`config.mk`:
```
export PLATFORM = sky130hd
export DESIGN_NAME = sdd_front
export DESIGN_NICKNAME = d
export VERILOG_FILES = /design/src/sv/sdd_pkg.sv /design/src/sv/sdd_front.sv
export SDC_FILE = /design/constraint.sdc
export NUM_CORES = 1
export LEC_CHECK = 0
export ABC_CLOCK_PERIOD_IN_PS = 2300
export BUFFER_PORTS_ARGS = -buffer_cell sky130_fd_sc_hd__buf_4
export CAP_MARGIN = 20
export CORE_MARGIN = 2
export CORE_UTILIZATION = 40
export CTS_CLUSTER_DIAMETER = 40
export DETAILED_ROUTE_END_ITERATION = 10
export PLACE_DENSITY = 0.55
export SLEW_MARGIN = 20
export SYNTH_ARGS = -nofsm -noshare
export SYNTH_HDL_FRONTEND = slang
export SYNTH_SLANG_ARGS = --single-unit
```
`constraint.sdc`:
```
create_clock -name clk -period 2.3 [get_ports clk]
set_input_delay 0.23 -clock clk [delete_from_list [all_inputs] [get_ports clk]]
set_output_delay 0.23 -clock clk [all_outputs]
set_load 0.05 [all_outputs]
```
`src/sv/sdd_pkg.sv`:
```
// Shared types and constants for the string duplicate detector.
// Used by sdd_front, sdd_back, string_duplicate_detector and the testbench; depends on nothing.
`default_nettype none
package sdd_pkg;

  localparam int HASH_W   = 32;
  localparam int CHAR_W   = 8;
  localparam int STATUS_W = 3;
  localparam int LIMIT_W  = 12;

  localparam logic [LIMIT_W-1:0] LIMIT_RESET = 12'd2047;

  localparam logic [STATUS_W-1:0] ST_NEW    = 3'd0;
  localparam logic [STATUS_W-1:0] ST_SECOND = 3'd1;
  localparam logic [STATUS_W-1:0] ST_REPEAT = 3'd2;
  localparam logic [STATUS_W-1:0] ST_FULL   = 3'd3;
  localparam logic [STATUS_W-1:0] ST_LONG   = 3'd4;

  // A completed name handed from the front end to the probe engine.
  typedef struct packed {
    logic              valid;
    logic              overflow;
    logic [HASH_W-1:0] hash;
  } job_ctl_t;

endpackage
`default_nettype wire

```
`src/sv/sdd_front.sv`:
```
// Front end: accepts characters, builds the shift-add hash and buffers the name.
// Depends on sdd_pkg; feeds sdd_back through a one-entry job slot.
`default_nettype none
module sdd_front #(
  parameter int MAX_NAME_CHARS = 40,
  parameter int LW = 6,
  parameter int NW = 6
) (
  input  wire                          clk,
  input  wire                          rst_n,
  input  wire                          in_tvalid,
  output logic                         in_tready,
  input  wire  [sdd_pkg::CHAR_W-1:0]   in_tdata,
  input  wire                          in_tlast,
  input  wire                          clr_busy,
  input  wire                          job_done,
  output sdd_pkg::job_ctl_t            job,
  output logic [LW-1:0]                job_len,
  input  wire  [NW-1:0]                buf_rd_addr,
  output logic [sdd_pkg::CHAR_W-1:0]   buf_rd_data
);

  logic [sdd_pkg::HASH_W-1:0] hash_r, hash_nxt;
  logic [LW-1:0]              len_r;
  logic                       ovf_r;
  logic                       job_valid_r;
  logic                       accept;
  logic                       room;
  logic [sdd_pkg::CHAR_W-1:0] name_mem [MAX_NAME_CHARS];

  assign in_tready = !job_valid_r && !clr_busy;
  assign accept    = in_tvalid && in_tready;
  assign room      = len_r < LW'(MAX_NAME_CHARS);
  assign hash_nxt  = {hash_r[sdd_pkg::HASH_W-6:0], 5'b0} +
                     {{(sdd_pkg::HASH_W-sdd_pkg::CHAR_W){1'b0}}, in_tdata};

  always_ff @(posedge clk) begin
    if (!rst_n) begin
      hash_r      <= '0;
      len_r       <= '0;
      ovf_r       <= 1'b0;
      job_valid_r <= 1'b0;
    end else if (job_done) begin
      hash_r      <= '0;
      len_r       <= '0;
      ovf_r       <= 1'b0;
      job_valid_r <= 1'b0;
    end else if (accept) begin
      hash_r <= hash_nxt;
      if (room) begin
        len_r <= len_r + LW'(1);
      end else begin
        ovf_r <= 1'b1;
      end
      job_valid_r <= in_tlast;
    end
  end

  always_ff @(posedge clk) begin
    if (accept && room) begin
      name_mem[len_r[NW-1:0]] <= in_tdata;
    end
    buf_rd_data <= name_mem[buf_rd_addr];
  end

  assign job.valid    = job_valid_r;
  assign job.overflow = ovf_r;
  assign job.hash     = hash_r;
  assign job_len      = len_r;

endmodule
`default_nettype wire

```
Yosys cells after proc, flatten, opt, wreduce, memory -nomap -nowiden
Memories as Yosys holds them, arrays and structs flattened. A register that Yosys moved wholly into a read port is not among the register bits. Cells that the tools add are included.

Flip-flop bits (word level): 40. Memory bits (writable): 320. Input port bits: 20. Output and inout bits: 49. Word-level logic and storage cells: 20. Memories: 1.

Memories: name_mem (words 40, width 8, read ports 1, clocked after Yosys merged registers in 1, wr ports 1, line sdd_front.sv:29) `logic [sdd_pkg::CHAR_W-1:0] name_mem [MAX_NAME_CHARS];`.

$add $sub $neg: 2. $lt $le $gt $ge: 1. Multiplexer cells: 2. Bitwise gates (word level): 2. Reduce and logical (&&, ||, !) cells: 8.

Operators by type and width (number): $add 32x8->32 (1); $add 6x1->6 const B (1); $lt 6x6->1 const B (1); $reduce_and 2->1 (2); $logic_and 1x1->1 (3); $logic_not 1->1 (2); $mux 1 (2); $not 1->1 (2); $reduce_or 2->1 (1).

Logic depth before layout (Yosys ltp)
Gate-level depths: netlist of run 1.

Depth in word-level cells: 6. Gate-level depth with buffers: 8. Depth with buffers taken out: 8.

Worst setup path after synthesis of run 1
Ideal clock, no wire load.

Path kind: register -> register. Start point: register job_valid_r. End point: memory name_mem[32][0] (netlist bit) (enable). Setup time: 371 ps. Arrival time: 2230 ps. Data required time: 1929 ps. Setup slack: -300 ps. Stages on the path, launching flop included: 6. Path buffers: 1. Period minus slack after synthesis: 2600 ps. Cell sequence: dfxtp_1 -> nor2_1 -> and2_1 -> clkbuf_1 -> nand3_1 -> nor2_1.

Word-level cells in the longest chain between the ends: 6.

Ends and longest elaborated chain: start, declared (line sdd_front.sv:26) `logic job_valid_r;`; start signal, assigned (line sdd_front.sv:55) `job_valid_r <= in_tlast;`; $logic_not 1->1 (line sdd_front.sv:31) `assign in_tready = !job_valid_r && !clr_busy;`; $logic_and 1x1->1 (line sdd_front.sv:31); net in_tready (line sdd_front.sv:12) `output logic in_tready,`; $logic_and 1x1->1 (line sdd_front.sv:32) `assign accept = in_tvalid && in_tready;`; $logic_and 1x1->1 (line sdd_front.sv:60) `if (accept && room) begin`; $mux 1 (line sdd_front.sv:60); $mux 1 (not written as such) (line sdd_front.sv:61) `name_mem[len_r[NW-1:0]] <= in_tdata;`; end, declared (line sdd_front.sv:29).

The timed path passes the listed nets, and every way through them passes these cells.

Worst setup path in the final report of run 1
Start point: register job_valid_r. End point: memory name_mem[4][6] (netlist bit) (enable).

Word-level cells in the longest chain between the ends: 6.

Ends and longest elaborated chain (line): $logic_not 1->1 (sdd_front.sv:31); $logic_and 1x1->1 (sdd_front.sv:31); $logic_and 1x1->1 (sdd_front.sv:32); $logic_and 1x1->1 (sdd_front.sv:60); $mux 1 (sdd_front.sv:60); $mux 1 (not written as such) (sdd_front.sv:61).

Every way passes these cells.

==> summary.md, run 1 <==
| Metric | Value |
|---|---|
| Sequential share of the synthesized area | `0.719` |
| Die area | `0.0383 mm^2` |
| Most frequent cells in the layout | `edfxtp_1 (320), buf_4 (151), mux2i_1 (130)` |
| Share of layout cells above drive strength 1 | `0.248` |
| Largest net degree at the start of global routing | `58` |
| Slew Viols, Final | `0` |
| Die span in y | `slightly below 200 um` |
| Area of placed instances | `~0.016 mm^2` |
| Area Overhead vs Synth | `21.4%` |
| Hold Path Class | `in2reg` |
| Power per Cell Area | `856 mW/mm^2` |
| Die W | `roughly 200 um` |
| H-Tree Level Count | `2` |
| Max clock buf depth | `3` |
| Initial Util | `0.404` |
| Rel. slew slack | `0.389` |
| Vias in the first global route | `roughly 8500` |
| Async S/R FF share, synth | `0` |
| Gpl congestion | `0.805` |
| Max Cap Viol | `0` |
| Num rows | `70` |
| Initial antenna violation count | `0` |
| Root Driver | `clkbuf_16` |
| Worst-path clk slew | `0.06 ns` |
| Top FF cell, synth | `edfxtp_1` |
| DR WL/cell | `approximately 23 um` |
| Final wirelength | `around 36000 um` |
| Clock sink count | `around 370` |
| Mapped cell area | `around 0.015 mm^2` |
| Detailed-route via count | `around 8600` |
| Cells after Synth | `between 900 and 1000` |
| Average size of a mapped cell | `15.8 um^2` |
| Critical path launch point type | `flop` |
| Slew at the pin closest to its max-slew limit | `0.912 ns` |
| Later-pin clock latency in the skew report | `about 0.55 ns` |
| Filler cells | `3059` |
| WP data arrival | `2.35 ns` |
| Skew final | `~0.023 ns` |
| Worst vdd ir | `between 0.5 and 0.6 mV` |
| Placeable Area | `approximately 0.036 mm^2` |
| Tot Pwr | `approximately 15 mW` |
| Number of synthesized register bits | `between 300 and 400` |
| # port buffers | `68` |
| Drt via density | `between 5 and 6` |
| Grt ovf | `0` |
| CTS tree | `built` |
| CTS Buf Count | `45` |
| Final period util | `0.912` |
| Outcome | `finished, final reports clean` |
| Library cells used by synthesis | `47` |
| Crit path max fanout | `8` |
| CP Capture Type | `flop` |
| Critical Path RT | `between 2 and 3 ns` |
| EDFF count, synth | `320` |
| Initial DRC count | `roughly 800` |
| Hold Slack | `about 0.06 ns` |
| Antenna fix cells | `0` |
| Antenna viol nets, final | `0` |
| Setup TNS | `0 ns` |
| Total iterations of the first detailed-routing run | `5` |
| Tmin final | `between 2 and 2.5 ns` |
| Syn Nets | `about 950` |
| Layout Nets | `approximately 1100` |
| First-pass GRT wire length | `54300 um` |
| Global Route Usage Sum | `0.192` |
| Leak pwr | `roughly 6.3 nW` |
| # IOs | `69` |
| Highest Clock Rate | `~480 MHz` |
| CP Class | `reg2reg` |
| DRC viols | `0` |
| Fin. Hold Viols | `0` |
| Final setup viols | `0` |
| Commonest non-fill, non-tap cell in the layout | `edfxtp_1` |
| Yosys synthesis warning count | `0` |
| Hpwl dp | `roughly 23000 um` |
| Post-route design area | `0.0178 mm^2` |
==> what timing repair did <==
action	4_1_cts	5_1_grt
hold endpoints to repair	2	0
buffers inserted	0	1
hold buffers	2	0
endpoints found under the setup margin	0	18
resized for setup	0	3
==> cell families after synthesis <==
group / after synthesis / synth area share
adders and majority gates: 5 / 0.00477
and+or+nand+nor: 164 / 0.0538
AOI/OAI and AO/OA: 153 / 0.0713
xor gates and xnor gates: 22 / 0.0131
buffers and inverters: 62 / 0.0183
muxes: 154 / 0.119
DFF: 368 / 0.719
==> per-stage QoR <==
stage,cells,setup slack (ns),utilization
3_3_place_gp,1495,-0.0754,0.448
2_1_floorplan,928,-0.0501,-
5_1_grt,1582,-0.000759,0.491
3_5_place_dp,1495,-0.0636,0.448
4_1_cts,1581,0.0979,0.490
6_report,1582,0.203,0.491
==> worst paths after layout <==
path                       start              to  slack, ns  depth (start not counted)
setup reg to reg     job_valid_r  name_mem[4][6]       0.20                          5
hold / removal    buf_rd_addr[5]  buf_rd_data[3]       0.06                          3
hold reg to reg        hash_r[0]       hash_r[0]       0.47                          2
setup / recovery     job_valid_r  name_mem[4][6]       0.20                          5
==> layout make-up <==
| type | count | area, um^2 | share of cell area |
|---|---|---|---|
| timing repair buffer | 158 | 1250 | 0.0699 |
| clock buffer | 56 | 1250 | 0.0701 |
| sequential | 368 | 10600 | 0.593 |
| clock inverter | 28 | 277 | 0.0155 |
| inverter | 6 | 22.5 | 0.00126 |
| multi-input combinational | 498 | 3880 | 0.218 |
| tap | 468 | 586 | 0.0328 |
==> where the power goes <==
group          switching (mW)  internal (mW)
clock                    2.80           4.26
combinational           0.573          0.305
sequential             0.0395           7.29
total                    3.41           11.9
==> synthesized netlist by cell type, types with 8 or more instances <==
library cell | number | area (um^2)
edfxtp_1 | 320 | 9610
mux2i_1 | 130 | 1300
nor2_1 | 64 | 240
dfxtp_1 | 48 | 961
nand2_1 | 38 | 143
a21oi_1 | 36 | 180
a22oi_1 | 32 | 240
clkbuf_1 | 29 | 109
o21ai_0 | 19 | 95.1
xnor2_1 | 18 | 158
a221oi_1 | 16 | 140
a22o_1 | 16 | 140
buf_2 | 16 | 80.1
mux4_2 | 16 | 360
a211oi_1 | 8 | 60.1
mux2_2 | 8 | 90.1
nand3_1 | 8 | 40.0
o22ai_1 | 8 | 50.1
o41ai_1 | 8 | 70.1
==> critical path, cell delays in order, from the launching register on <==
cell and delay (ns):
dfxtp_1 0.34, or3b_2 0.51, nor2_1 0.24, nand2_1 0.29
nor2_1 0.23, buf_4 0.20
==> registers in the layout, indices dropped and copies added (netlist names) <==
signal	flops
name_mem	320
ovf_r	1
buf_rd_data	8
job_len	6
hash_r	32
job_valid_r	1
==> layer usage <==
metal | share of wire | wire, um | vias to the layer above | track usage
met2 | 0.46 | 16700 | 237 | 0.299
met1 | 0.46 | 16700 | 4348 | 0.275
li1 | - | - | 3945 | -
met5 | 0 | 0 | - | 0
met4 | 0.025 | 893 | 0 | 0.0581
met3 | 0.055 | 2000 | 55 | 0.0356
Note: power is estimated with default switching activity, not from simulation.
==> run 2: changes to the inputs <==
--- a/config.mk
+++ b/config.mk
@@ -12,7 +12,7 @@
 export CORE_UTILIZATION = 40
 export CTS_CLUSTER_DIAMETER = 40
 export DETAILED_ROUTE_END_ITERATION = 10
-export PLACE_DENSITY = 0.55
+export GPL_TIMING_DRIVEN = 0
 export SLEW_MARGIN = 20
 export SYNTH_ARGS = -nofsm -noshare
 export SYNTH_HDL_FRONTEND = slang
==> run 2 against run 1 <==
Worst hold slack improved by 0.017 ns. Sequential share of layout area fell by 0.12 points. First-iteration DRC count fell by 24%. Critical path depth did not move. Wire length fell by 6.1%. Critical endpoint is now name_mem[14][5]. Combinational power fell by 2%. Design area rose by 0.22%.
==> summary.md, run 2 (same netlist as run 1, synthesis figures left out) <==
| Metric | Value |
|---|---|
| Die W | `196 um` |
| Highest Clock Rate | `between 400 and 500 MHz` |
| Worst Setup Slack, final | `slightly above 0.07 ns` |
| Root Driver | `clkbuf_16` |
| Clock sink count | `368` |
| Commonest non-fill, non-tap cell in the layout | `edfxtp_1` |
| Fin. Hold Viols | `0` |
| CP Class | `reg2reg` |
| Outcome | `finished, final reports clean` |
| Max clock buf depth | `3` |
| Cell Count, Final, Fillers Out | `1562` |
| Crit path top cell by count | `nor2_4` |
| Placeable Area | `0.0363 mm^2` |
| Detailed-route via count | `~8400` |
| Initial antenna violation count | `0` |
| Hold Slack | `0.0767 ns` |
| DR WL/cell | `21.8 um` |
| Reg area | `0.0106 mm^2` |
| Hold Path Origin | `job_done` |
| Hold depth | `4` |
| Later-pin clock latency in the skew report | `roughly 0.55 ns` |
| Leak pwr | `approximately 6.0 nW` |
| Tmin final | `roughly 2.2 ns` |
| Crit-path slowest cell | `or3b_2` |
| Hpwl dp | `between 20000 and 25000 um` |
| H-Tree Level Count | `2` |
| CTS Buf Count | `50` |
| Slew at the pin closest to its max-slew limit | `around 0.75 ns` |
| # port buffers | `66` |
| Worst-path clk slew | `~0.06 ns` |
| Antenna viol nets, final | `0` |
| Placed insts | `between 1000 and 1500` |
| Vias in the first global route | `about 8500` |
| # IOs | `a little under 70` |
| Slew Viols, Final | `0` |
| Setup TNS | `0 ns` |
| Power per Cell Area | `879 mW/mm^2` |
| Final setup viols | `0` |
| DRC viols | `0` |
| Num rows | `70` |
| Reg2reg setup slack | `slightly above 0.07 ns` |
| Worst vdd ir | `~0.56 mV` |
| Hold Path End | `hash_r[24]` |
| Crit path max fanout | `8` |
| WP data arrival | `2.44 ns` |
| Total iterations of the first detailed-routing run | `6` |
| Filler cells | `approximately 3000` |
| R2r startpoint | `job_valid_r` |
| CP Capture Type | `flop` |
| Max Cap Viol | `0` |
| Rel. slew slack | `0.497` |
| Final period util | `0.969` |
| CTS tree | `built` |
| Global Route Usage Sum | `0.178` |
| Gpl congestion | `0.815` |
| RSZ-0062 raised after global routing | `yes` |
| Critical path launch point type | `flop` |
| Die area | `0.0383 mm^2` |
| Drt via density | `5.36` |
| Critical Path RT | `about 2.5 ns` |
| Die span in y | `196 um` |
| Layout Nets | `roughly 1100` |
| Largest net degree at the start of global routing | `43` |
| Grt ovf | `0` |
| Most frequent cells in the layout | `edfxtp_1 (320), mux2i_1 (130), buf_4 (75)` |
| Initial DRC count | `605` |
| Share of layout cells above drive strength 1 | `0.246` |
| Multi-input gate area | `about 0.0042 mm^2` |
| Pre-CTS WS | `-0.573 ns` |
| Initial Util | `0.404` |
| Worst r2r dst | `name_mem[14][5]` |
| Largest register FFs | `320` |
| Hold Path Class | `in2reg` |
| Worst r2r path cells | `5` |
| First-pass GRT wire length | `just over 50000 um` |
| Skew final | `roughly 0.013 ns` |
| Crit-path cells | `or3b_2, nor2_4, nand3b_1, buf_6, nor2_4` |
| Area Overhead vs Synth | `21.7%` |
| Antenna fix cells | `0` |
| Critical path's largest stage delay | `0.55 ns` |
| Final wirelength | `between 30000 and 40000 um` |
==> run 2: worst max-delay path by stage <==
stage                        start              end  depth (start not counted)
finish                 job_valid_r  name_mem[14][5]                          5
global route           job_valid_r  name_mem[12][2]                          5
CTS                    job_valid_r  name_mem[15][4]                          4
detailed placement  buf_rd_addr[0]   buf_rd_data[0]                          7
global placement    buf_rd_addr[0]   buf_rd_data[0]                          7
floorplan              job_valid_r  name_mem[32][0]                          5
==> run 2: stage by stage <==
step,cell area [um^2],util,total power [mW]
2_1_floorplan,14700,-,7.95
3_3_place_gp,15800,0.434,8.29
3_5_place_dp,15800,0.434,8.30
4_1_cts,17700,0.488,15.8
5_1_grt,17900,0.492,16.2
6_report,17900,0.492,15.7
==> run 2: repair_timing <==
| action | in CTS | in global routing |
|---|---|---|
| hold buffers | 1 | 0 |
| buffers inserted | 6 | 3 |
| hold endpoints to repair | 1 | 0 |
| pin swaps | 2 | 3 |
| gates resized for setup | 58 | 33 |
| setup endpoints to repair | 323 | 208 |
==> run 2: cell type report <==
cell class | count | share of cell area
multi-input cells | 498 | 0.234
plain buffers | 56 | 0.0140
flip-flops and latches | 368 | 0.592
repair buffers | 76 | 0.0344
clock buffers | 55 | 0.0722
well taps | 468 | 0.0328
clock inverters | 35 | 0.0199
inverters | 6 | 0.00126
==> run 2: power by group <==
group	leakage (nW)	internal (mW)	switching [mW]
Clock	0.799	4.58	2.95
Combinational	1.96	0.276	0.586
Sequential	3.27	7.29	0.0303
Total	6.04	12.1	3.57
==> run 2: worst max-delay path, delay by kind of cell, from the launching register on <==
family                 cells  cell delay (ns)
flip-flops                 1             0.33
AND/OR/NAND/NOR            4             1.27
buffers and inverters      1             0.28
==> run 2: routing by layer <==
layer / vias up / part of all wire / track usage
met3: 51 / 0.058 / 0.0297
li1: 3910 / - / -
met2: 246 / 0.48 / 0.294
met1: 4159 / 0.44 / 0.245
met5: - / 0 / 0
met4: 0 / 0.022 / 0.0502
